[config.mk]
export PLATFORM = sky130hd
export DESIGN_NAME = roman_numeral_encoder_unit
export DESIGN_NICKNAME = d
export VERILOG_FILES = /design/src/sv/rne_pkg.sv /design/src/sv/rne_dp.sv /design/src/sv/rne_seq.sv /design/src/sv/roman_numeral_encoder_unit.sv
export VERILOG_INCLUDE_DIRS = /design/src /design/src/sv
export SDC_FILE = /design/constraint.sdc
export NUM_CORES = 1
export LEC_CHECK = 0
export BUFFER_PORTS_ARGS = -buffer_cell sky130_fd_sc_hd__clkbuf_2
export CAP_MARGIN = 20
export CORE_ASPECT_RATIO = 1.1
export CORE_MARGIN = 2
export CORE_UTILIZATION = 45
export CTS_BUF_LIST = sky130_fd_sc_hd__clkbuf_16
export CTS_CLUSTER_SIZE = 16
export DETAILED_ROUTE_END_ITERATION = 10
export GPL_TIMING_DRIVEN = 0
export PLACE_DENSITY_LB_ADDON = 0.3
export SLEW_MARGIN = 20
export SYNTH_ARGS = -nofsm -noshare
export SYNTH_HDL_FRONTEND = slang
export SYNTH_SLANG_ARGS = --single-unit
[constraint.sdc]
create_clock -name clk -period 4.3 [get_ports clk]
set_input_delay 0 -clock clk [delete_from_list [all_inputs] [get_ports clk]]
set_output_delay 0 -clock clk [all_outputs]
set_load 0.1 [all_outputs]
[src/sv/roman_numeral_encoder_unit_assert.svh]
// Assertion macros shared by the Roman numeral encoder modules.
`ifndef ROMAN_NUMERAL_ENCODER_UNIT_ASSERT_SVH
`define ROMAN_NUMERAL_ENCODER_UNIT_ASSERT_SVH

// Same-cycle implication, sampled on clk and disabled during rst.
`define RNE_ASSERT_NOW(lbl, ante, cons, msg) \
  lbl: assert property (@(posedge clk) disable iff (rst) (ante) |-> (cons)) \
    else $error(msg);

// Next-cycle implication, sampled on clk and disabled during rst.
`define RNE_ASSERT_NEXT(lbl, ante, cons, msg) \
  lbl: assert property (@(posedge clk) disable iff (rst) (ante) |=> (cons)) \
    else $error(msg);

`endif

[src/sv/rne_pkg.sv]
// Shared types, constants and the microcode program of the Roman numeral encoder.
package rne_pkg;

  localparam int NumW    = 12;
  localparam int SymW    = 7;
  localparam int WeightW = 10;
  localparam int StepW   = 5;
  localparam int ProgLen = 19;

  localparam logic [NumW-1:0] NumberMax = 12'd3999;

  // ASCII codes of the numeral characters.
  localparam logic [SymW-1:0] ChrI = 7'h49;
  localparam logic [SymW-1:0] ChrV = 7'h56;
  localparam logic [SymW-1:0] ChrX = 7'h58;
  localparam logic [SymW-1:0] ChrL = 7'h4C;
  localparam logic [SymW-1:0] ChrC = 7'h43;
  localparam logic [SymW-1:0] ChrD = 7'h44;
  localparam logic [SymW-1:0] ChrM = 7'h4D;

  // Control word codes.
  localparam logic CondTest   = 1'b1;
  localparam logic CondAlways = 1'b0;
  localparam logic SubYes     = 1'b1;
  localparam logic SubNo      = 1'b0;

  // One microcode word: emit sym when the test passes (or always), optionally
  // subtract weight, and jump to target; a failed test falls through,
  // and a failed test on the first word of a pair also skips the pair's second word.
  typedef struct packed {
    logic               cond;
    logic               sub;
    logic [StepW-1:0]   target;
    logic [SymW-1:0]    sym;
    logic [WeightW-1:0] weight;
  } uword_t;

  // Sequencer to datapath controls.
  typedef struct packed {
    logic               load;
    logic               load_err;
    logic               emit;
    logic               sub;
    logic [SymW-1:0]    sym;
    logic [WeightW-1:0] weight;
  } ctrl_t;

  // Datapath to sequencer status.
  typedef struct packed {
    logic in_range;
    logic ge;
    logic eq;
    logic slot_free;
  } stat_t;

  // The program: one or two steps per table entry, largest weight first.
  function automatic uword_t uword(input logic [StepW-1:0] step);
    uword_t w;
    unique case (step)
      5'd0:    w = '{CondTest,   SubYes, 5'd0,  ChrM, 10'd1000};
      5'd1:    w = '{CondTest,   SubNo,  5'd2,  ChrC, 10'd900};
      5'd2:    w = '{CondAlways, SubYes, 5'd1,  ChrM, 10'd900};
      5'd3:    w = '{CondTest,   SubYes, 5'd3,  ChrD, 10'd500};
      5'd4:    w = '{CondTest,   SubNo,  5'd5,  ChrC, 10'd400};
      5'd5:    w = '{CondAlways, SubYes, 5'd4,  ChrD, 10'd400};
      5'd6:    w = '{CondTest,   SubYes, 5'd6,  ChrC, 10'd100};
      5'd7:    w = '{CondTest,   SubNo,  5'd8,  ChrX, 10'd90};
      5'd8:    w = '{CondAlways, SubYes, 5'd7,  ChrC, 10'd90};
      5'd9:    w = '{CondTest,   SubYes, 5'd9,  ChrL, 10'd50};
      5'd10:   w = '{CondTest,   SubNo,  5'd11, ChrX, 10'd40};
      5'd11:   w = '{CondAlways, SubYes, 5'd10, ChrL, 10'd40};
      5'd12:   w = '{CondTest,   SubYes, 5'd12, ChrX, 10'd10};
      5'd13:   w = '{CondTest,   SubNo,  5'd14, ChrI, 10'd9};
      5'd14:   w = '{CondAlways, SubYes, 5'd13, ChrX, 10'd9};
      5'd15:   w = '{CondTest,   SubYes, 5'd15, ChrV, 10'd5};
      5'd16:   w = '{CondTest,   SubNo,  5'd17, ChrI, 10'd4};
      5'd17:   w = '{CondAlways, SubYes, 5'd16, ChrV, 10'd4};
      5'd18:   w = '{CondTest,   SubYes, 5'd18, ChrI, 10'd1};
      default: w = '{CondTest,   SubYes, 5'd18, ChrI, 10'd1};
    endcase
    return w;
  endfunction

endpackage

[src/sv/rne_dp.sv]
// Datapath of the Roman numeral encoder: remainder register, compare and result register.
module rne_dp (
  input  logic                      clk,
  input  logic                      rst,
  input  logic [rne_pkg::NumW-1:0]  number,
  input  rne_pkg::ctrl_t            ctrl,
  output rne_pkg::stat_t            stat,
  output logic                      result_valid,
  input  logic                      result_stall,
  output logic [rne_pkg::SymW-1:0]  symbol,
  output logic                      last,
  output logic                      range_error
);

  logic [rne_pkg::NumW-1:0] rest;
  logic [rne_pkg::NumW-1:0] weight_ext;

  assign weight_ext = {{(rne_pkg::NumW - rne_pkg::WeightW){1'b0}}, ctrl.weight};

  // Status for the sequencer.
  always_comb begin
    stat.in_range  = (number != '0) && (number <= rne_pkg::NumberMax);
    stat.ge        = (rest >= weight_ext);
    stat.eq        = (rest == weight_ext);
    stat.slot_free = !result_valid || !result_stall;
  end

  // Result valid flag: set by a new character or an error result, cleared once taken.
  always_ff @(posedge clk) begin
    if (rst) begin
      result_valid <= 1'b0;
    end else if (ctrl.emit || ctrl.load_err) begin
      result_valid <= 1'b1;
    end else if (!result_stall) begin
      result_valid <= 1'b0;
    end
  end

  // Remainder: loaded on a new number, reduced after each completed symbol.
  always_ff @(posedge clk) begin
    if (ctrl.load) begin
      rest <= number;
    end else if (ctrl.emit && ctrl.sub) begin
      rest <= rest - weight_ext;
    end
  end

  // Result payload.
  always_ff @(posedge clk) begin
    if (ctrl.load_err) begin
      symbol      <= '0;
      last        <= 1'b1;
      range_error <= 1'b1;
    end else if (ctrl.emit) begin
      symbol      <= ctrl.sym;
      last        <= ctrl.sub && stat.eq;
      range_error <= 1'b0;
    end
  end

`include "roman_numeral_encoder_unit_assert.svh"

  `RNE_ASSERT_NOW(a_err_is_last, result_valid && range_error, last && (symbol == '0), "error result must be a lone zero symbol")
  `RNE_ASSERT_NEXT(a_final_flagged, ctrl.emit && ctrl.sub && stat.eq, result_valid && last, "character that clears the remainder must be flagged last")

endmodule

[src/sv/rne_seq.sv]
// Microcode sequencer of the Roman numeral encoder: step counter, program ROM and jumps.
module rne_seq (
  input  logic           clk,
  input  logic           rst,
  input  logic           number_valid,
  output logic           number_stall,
  input  rne_pkg::stat_t stat,
  output rne_pkg::ctrl_t ctrl
);

  logic                      busy;
  logic                      busy_next;
  logic [rne_pkg::StepW-1:0] step;
  logic [rne_pkg::StepW-1:0] step_next;
  rne_pkg::uword_t           word;
  logic                      accept;
  logic                      take;

  assign word = rne_pkg::uword(step);

  // Input handshake: a new number only when idle and the result slot is free.
  assign number_stall = busy || !stat.slot_free;
  assign accept       = number_valid && !number_stall;

  // A step fires when the slot is free and its test passes or it is unconditional.
  assign take = busy && stat.slot_free && ((word.cond == rne_pkg::CondAlways) || stat.ge);

  // Controls to the datapath.
  always_comb begin
    ctrl.load     = accept;
    ctrl.load_err = accept && !stat.in_range;
    ctrl.emit     = take;
    ctrl.sub      = (word.sub == rne_pkg::SubYes);
    ctrl.sym      = word.sym;
    ctrl.weight   = word.weight;
  end

  // Next step: jump on a fired step, fall through on a failed test.
  always_comb begin
    busy_next = busy;
    step_next = step;
    if (accept) begin
      busy_next = stat.in_range;
      step_next = '0;
    end else if (busy && stat.slot_free) begin
      if (take) begin
        step_next = word.target;
        if ((word.sub == rne_pkg::SubYes) && stat.eq) begin
          busy_next = 1'b0;
        end
      end else if (word.sub == rne_pkg::SubNo) begin
        // A failed pair test skips the pair's second character.
        step_next = step + rne_pkg::StepW'(2);
      end else begin
        step_next = step + 1'b1;
      end
    end
  end

  always_ff @(posedge clk) begin
    if (rst) begin
      busy <= 1'b0;
      step <= '0;
    end else begin
      busy <= busy_next;
      step <= step_next;
    end
  end

`include "roman_numeral_encoder_unit_assert.svh"

  `RNE_ASSERT_NOW(a_step_in_prog, busy, step < rne_pkg::StepW'(rne_pkg::ProgLen), "step counter ran past the program")
  `RNE_ASSERT_NEXT(a_err_stays_idle, ctrl.load_err, !busy, "out-of-range number started a run")
  `RNE_ASSERT_NOW(a_emit_has_slot, ctrl.emit, stat.slot_free && !ctrl.load, "character emitted without a free result slot")

endmodule

[src/sv/roman_numeral_encoder_unit.sv]
// Top level of the Roman numeral encoder: converts a number to a run of numeral characters.
//
//   Channel   Handshake                    Payload
//   input     number_valid / number_stall  number[11:0]
//   output    result_valid / result_stall  symbol[6:0], last, range_error
//
// A number in 1 to 3999 is converted by the 19-step microcode program: each fired
// step emits one character and a failed test falls through; the sequencer stays
// busy until the last character and takes no new number meanwhile.
// An out-of-range number gives its single error result in the cycle after acceptance.
// Reset (rst, synchronous) empties the result register and idles the sequencer.
// A stalled output holds the sequencer in place; the next number is taken once
// the last character of a run sits in the result register.
module roman_numeral_encoder_unit (
  input  logic                      clk,
  input  logic                      rst,
  input  logic                      number_valid,
  output logic                      number_stall,
  input  logic [rne_pkg::NumW-1:0]  number,
  output logic                      result_valid,
  input  logic                      result_stall,
  output logic [rne_pkg::SymW-1:0]  symbol,
  output logic                      last,
  output logic                      range_error
);

  rne_pkg::ctrl_t ctrl;
  rne_pkg::stat_t stat;

  // Program sequencer.
  rne_seq u_seq (
    .clk          (clk),
    .rst          (rst),
    .number_valid (number_valid),
    .number_stall (number_stall),
    .stat         (stat),
    .ctrl         (ctrl)
  );

  // Remainder and result datapath.
  rne_dp u_dp (
    .clk          (clk),
    .rst          (rst),
    .number       (number),
    .ctrl         (ctrl),
    .stat         (stat),
    .result_valid (result_valid),
    .result_stall (result_stall),
    .symbol       (symbol),
    .last         (last),
    .range_error  (range_error)
  );

endmodule

; After elaboration in Yosys (flattened, before gate mapping)
; Memory sizes are Yosys's and may differ from the RTL's. A register that Yosys moved wholly into a read port is not among the register bits.
; Cells that the tools add are included.
[classes]
eq_ne = 2
mul = 0
div_mod_pow = 0
n_bitwise = 1
reduce_logical = 23
shift = 0
n_mux = 12
addsub = 3
magnitude_cmp = 2
[op_table]
columns = op, count
row1 = 2-to-1 mux 12 bit, 2
row2 = 2-to-1 mux 5 bit, 4
row3 = equality test 12 x 10 -> 1 bit, 1
row4 = >= comparator 12 x 10 -> 1 bit, 1
row5 = "less-or-equal comparator 12 bit, second input constant", 1
row6 = nonzero test 12 bit, 1
row7 = subtractor 12 x 10 -> 12 bit, 1
row8 = nonzero test 2 bit, 4
row9 = logical AND 1 bit, 7
row10 = 2-to-1 mux 1 bit, 6
row11 = "adder 5 x 1 -> 5 bit, second input constant", 1
row12 = "adder 5 x 2 -> 5 bit, second input constant", 1
row13 = zero test 1 bit, 5
row14 = logical OR 1 bit, 4
row15 = AND reduction 3 bit, 1
row16 = "!= test 2 x 1 -> 1 bit, second input constant", 1
row17 = OR reduction 2 bit, 1
row18 = NOT 1 bit, 1
[totals]
output_inout_bits = 11
latchBits = 0
mem_bits_rw = 0
wordCells = 51
reg_bits = 28
inputBits = 16
mem_count = 1
mem_bits_ro = 704
[mem_list]
columns = name, words, word_bits, read_ports, rd_ports_with_merged_regs, wr, line
row1 = (name not given), 32, 22, 1, 1, 0, rne_pkg.sv:59  ; unique case (step)

; Longest topological paths before layout
[depth]
depth_word = 9
ltp_mapped = 15
ltp_nobuf = 15

; Cells and area by module
; Synthesis repeated with hierarchy kept, for this count alone.
[hier_totals]
cells_unflattened = 380
hier_area_um2 = 3245.6
[by_module_without_submodules]
columns = mod, area_each_um2, seq_area_each_um2, n_inst, cells_each
row1 = rne_seq, 1771.7, 540.5, 1, 214
row2 = rne_dp, 1473.9, 560.5, 1, 166

; Worst setup path after synthesis
; No wires, ideal clock.
[synth_timing]
path_kind = register -> register
start = reg u_dp.rest[0] (netlist bit)
end = reg, netlist name u_seq.word[12]
t_required_ps = 4184
path_stages_with_launch = 16
t_arrival_ps = 3233
setup_time_ps = 116
slack_ps = 950
n_path_buf = 0
synth_period_minus_slack_ps = 3350
path_cell_list = edfxtp_1 > inv_1 > ha_1 > fa_1 > nand2b_1 > a211oi_1 > o21bai_2 > a21oi_4 > mux2_2 > nand2_1 > inv_1 > ha_1 > o21ai_0 > a21boi_0 > o32ai_1 > a41o_1
[synth_between]
elab_chain_cells = 6
[synth_lines]
columns = item, line
row1 = "start, declared", rne_dp.sv:15  ; logic [rne_pkg::NumW-1:0] rest;
row2 = "start signal, assigned", rne_dp.sv:42  ; rest <= number;
row3 = "start signal, assigned", rne_dp.sv:44  ; rest <= rest - weight_ext;
row4 = >= comparator 12 x 10 -> 1 bit, rne_dp.sv:23  ; stat.ge = (rest >= weight_ext);
row5 = logical OR 1 bit, rne_seq.sv:26  ; assign take = busy && stat.slot_free && ((word.cond == rne_pkg::CondAlways) || stat.ge);
row6 = logical AND 1 bit, rne_seq.sv:26
row7 = 2-to-1 mux 5 bit, rne_seq.sv:46  ; if (take) begin
row8 = 2-to-1 mux 5 bit (no source line) (2 in a row), n/a
; Every way passes these cells.
; A chain may end at the register's enable or synchronous reset.

; Worst setup path after layout
[layout_timing]
start = reg u_dp.rest[0] (netlist bit)
end = reg, netlist name u_seq.word[12]
[layout_between]
elab_chain_cells = 6
[layout_lines]
columns = item, line
row1 = >= comparator 12 x 10 -> 1 bit, rne_dp.sv:23
row2 = logical OR 1 bit, rne_seq.sv:26
row3 = logical AND 1 bit, rne_seq.sv:26
row4 = 2-to-1 mux 5 bit, rne_seq.sv:46
row5 = 2-to-1 mux 5 bit (no source line) (2 in a row), n/a
; Every way passes these cells.

==> impl_metrics.ini <==
[outcome]
status = completed

[grt]
antenna_found_initial = 0
grt_max_degree = 15
grt_overflow = 0
grt_util_all_layers = 0.210
grt_pass1_vias = 2465
grt_pass1_wl_um = 12100

[hold_path]
worst_hold_path.endpoint = u_dp.rest[3]$_DFFE_PP_
holdCritStartpoint = number[3]
whs_path_depth = 3
hold_class = input pin to flop

[cts]
cts_buffers = 5
postCtsHoldBufs = 1
post-cts-setup-buffers = 0
path_clk_slew_ns = 0.06
cts_root_buffer = clkbuf_16
cts.sinks = 48
cts_max_level = 2
insertion_delay_ns = 0.28
clock_path_buffers = 2
cts_tree = built
cts_resized = 0

[synth]
netlist_area_mm2 = 0.00301
avgSynthCellArea_um2 = 8.71
yosysSeqAreaShare = 0.360
synth_cell_type_count = 69
yosys_warnings = 0
synthTopCellsByCount = dfxtp_1 (36), a21oi_1 (34), nand2_1 (31)
synth_top_area_frac = 0.240
synth.net_count = 382
ys_seq_elements = 48
synth_most_common_cell = dfxtp_1
synth_edf_count = 12
synth_top_cell_by_area = dfxtp_1
syn_inst = 345
synthFlopType = dfxtp_1
netlist_top_cells_area = dfxtp_1 (24%), edfxtp_1 (12%), ha_1 (8.3%)
synthArstFlopShare = 0

[detailed_routing]
drt_iter0_drc = 187
dr_total_vias = 2664
wl_per_cell_um = 15.7
drc = 0
viasPerCell = 5.78
drtAntennaViolNets = 0
wl_um = 7250
drt_pass1_iterations = 6

[sta]
slew_violations = 0
finalWorstSetupSlack_ns = 0.305
finalSetupViolCount = 0
tns_ns = 0
fin_hold_ws_ns = 0.0126
period_needed_ns = 4.00
fmax_mhz = 250
finClkSkew_ns = 0.00512
worst_pin_slew_ns = 0.621
rsz0062_at_grt = no
hold_viol = 0
timing.final.crit_share = 0.929
slew_headroom = 0.584

[floorplanning]
start_util = 0.461
die_area_mm2 = 0.00735
placeableCoreArea_mm2 = 0.00652
die_w_um = 81.9
num_rows = 31
io-pin-count = 27
fp.dieH_um = 89.7

[worst_setup_path]
end_kind = flop
ff2ff_path_depth = 15
r2r-start = u_dp.rest[0]$_DFFE_PP_
cp-start-kind = flop
cp.arrival_ns = 4.17
cp_max_fo = 7
r2r_end = u_seq.word[12]$_DFF_P_
critical_path_required_ns = 4.47
worstSetupPathType = flop to flop
ff2ff_setup_slack_ns = 0.30

[power]
power.density_mw_per_mm2 = 450
max-vdd-ir-drop_v = 0.000236
p_leak_nw = 1.53

[layout]
syn_to_final_growth_pct = 12.5
drive_above_1_share = 0.158
fin_nets = 415
n_antenna_cell = 0

[placed_design]
numPortBuffers = 25
pre_cts_ws_ns = 0.370
hpwl_um = 5450
place_congestion = 0.962

[flow_run]
maxCapViolCount = 0
how the worst max path moves through the flow:
stage	endpoint	slack, ns	cells after the start	start
global route	u_seq.word[12]$_DFF_P_	0.10	15	u_dp.rest[0]$_DFFE_PP_
detailed placement	u_seq.word[12]$_DFF_P_	0.37	15	u_dp.rest[0]$_DFFE_PP_
global placement	u_seq.word[12]$_DFF_P_	0.42	15	u_dp.rest[0]$_DFFE_PP_
finish	u_seq.word[12]$_DFF_P_	0.30	15	u_dp.rest[0]$_DFFE_PP_
CTS	u_seq.word[12]$_DFF_P_	0.35	15	u_dp.rest[0]$_DFFE_PP_
floorplan	u_seq.word[12]$_DFF_P_	0.95	15	u_dp.rest[0]$_DFFE_PP_
metal layers:
metal	routed length [µm]	share of wire	vias up	track usage
li1	-	-	1303	-
met1	3310	0.46	1239	0.281
met4	157	0.022	0	0.0861
met2	3390	0.47	107	0.330
met5	0	0	-	0
met3	386	0.053	15	0.0382
worst max-delay path: stages, from the launching register on:
cell	delay (ns)
edfxtp_1	0.32
inv_1	0.05
ha_1	0.20
fa_1	0.41
nand2b_1	0.19
a211oi_1	0.35
o21bai_2	0.22
a21oi_4	0.33
mux2_2	0.43
nand2_1	0.24
inv_1	0.15
ha_1	0.24
o21ai_0	0.20
a21boi_0	0.23
o32ai_1	0.12
a41o_1	0.22
cells in the final DEF (no fill, tap or decap), types with 12 or more instances in the layout:
cell type | Yosys | routed
nor2_1 | 28 | 28
o21ai_0 | 18 | 18
dfxtp_1 | 36 | 36
clkbuf_2 | 0 | 25
nand2_1 | 31 | 31
inv_1 | 22 | 24
ha_1 | 20 | 20
a21oi_1 | 34 | 34
edfxtp_1 | 12 | 12
through the flow:
stage | std cells | total power, mW | area [µm²] | utilization
floorplan | 345 | 1.05 | 3010 | -
detailed placement | 452 | 1.16 | 3230 | 0.496
CTS | 461 | 1.53 | 3380 | 0.519
finish | 461 | 1.52 | 3380 | 0.519
global route | 461 | 1.61 | 3380 | 0.519
global placement | 452 | 1.15 | 3230 | 0.496
cell families after synthesis:
logic type      Yosys count  synth area share
compound gates           97             0.213
xor+xnor                 14            0.0408
fa+ha+maj                21            0.0899
buf+inv                  38            0.0537
flops                    48             0.360
mux                      15            0.0533
other cells               1           0.00125
simple gates            111             0.189
power by group:
group / internal, mW / switching [mW] / total, mW
combinational: 0.192 / 0.387 / 0.580
clock: 0.210 / 0.156 / 0.366
sequential: 0.546 / 0.0305 / 0.577
total: 0.949 / 0.574 / 1.52
state kept, by name, indices dropped and copies added (netlist names):
register           cells
u_dp.last              1
u_seq.word            21
u_dp.range_error       1
u_dp.symbol            6
u_seq.step             5
u_dp.result_valid      1
u_dp.rest             12
u_seq.busy             1
layout make-up:
class                      count  area [µm²]
fill                         603        3130
multi-input combinational    259        1760
sequential                    48        1080
timing repair buffer          26         135
clock buffer                   5         125
tap                           82         103
inverter                      25        98.8
buffer                        13        62.6
clock inverter                 3        12.5
Note: power is estimated with default switching activity, not from simulation.
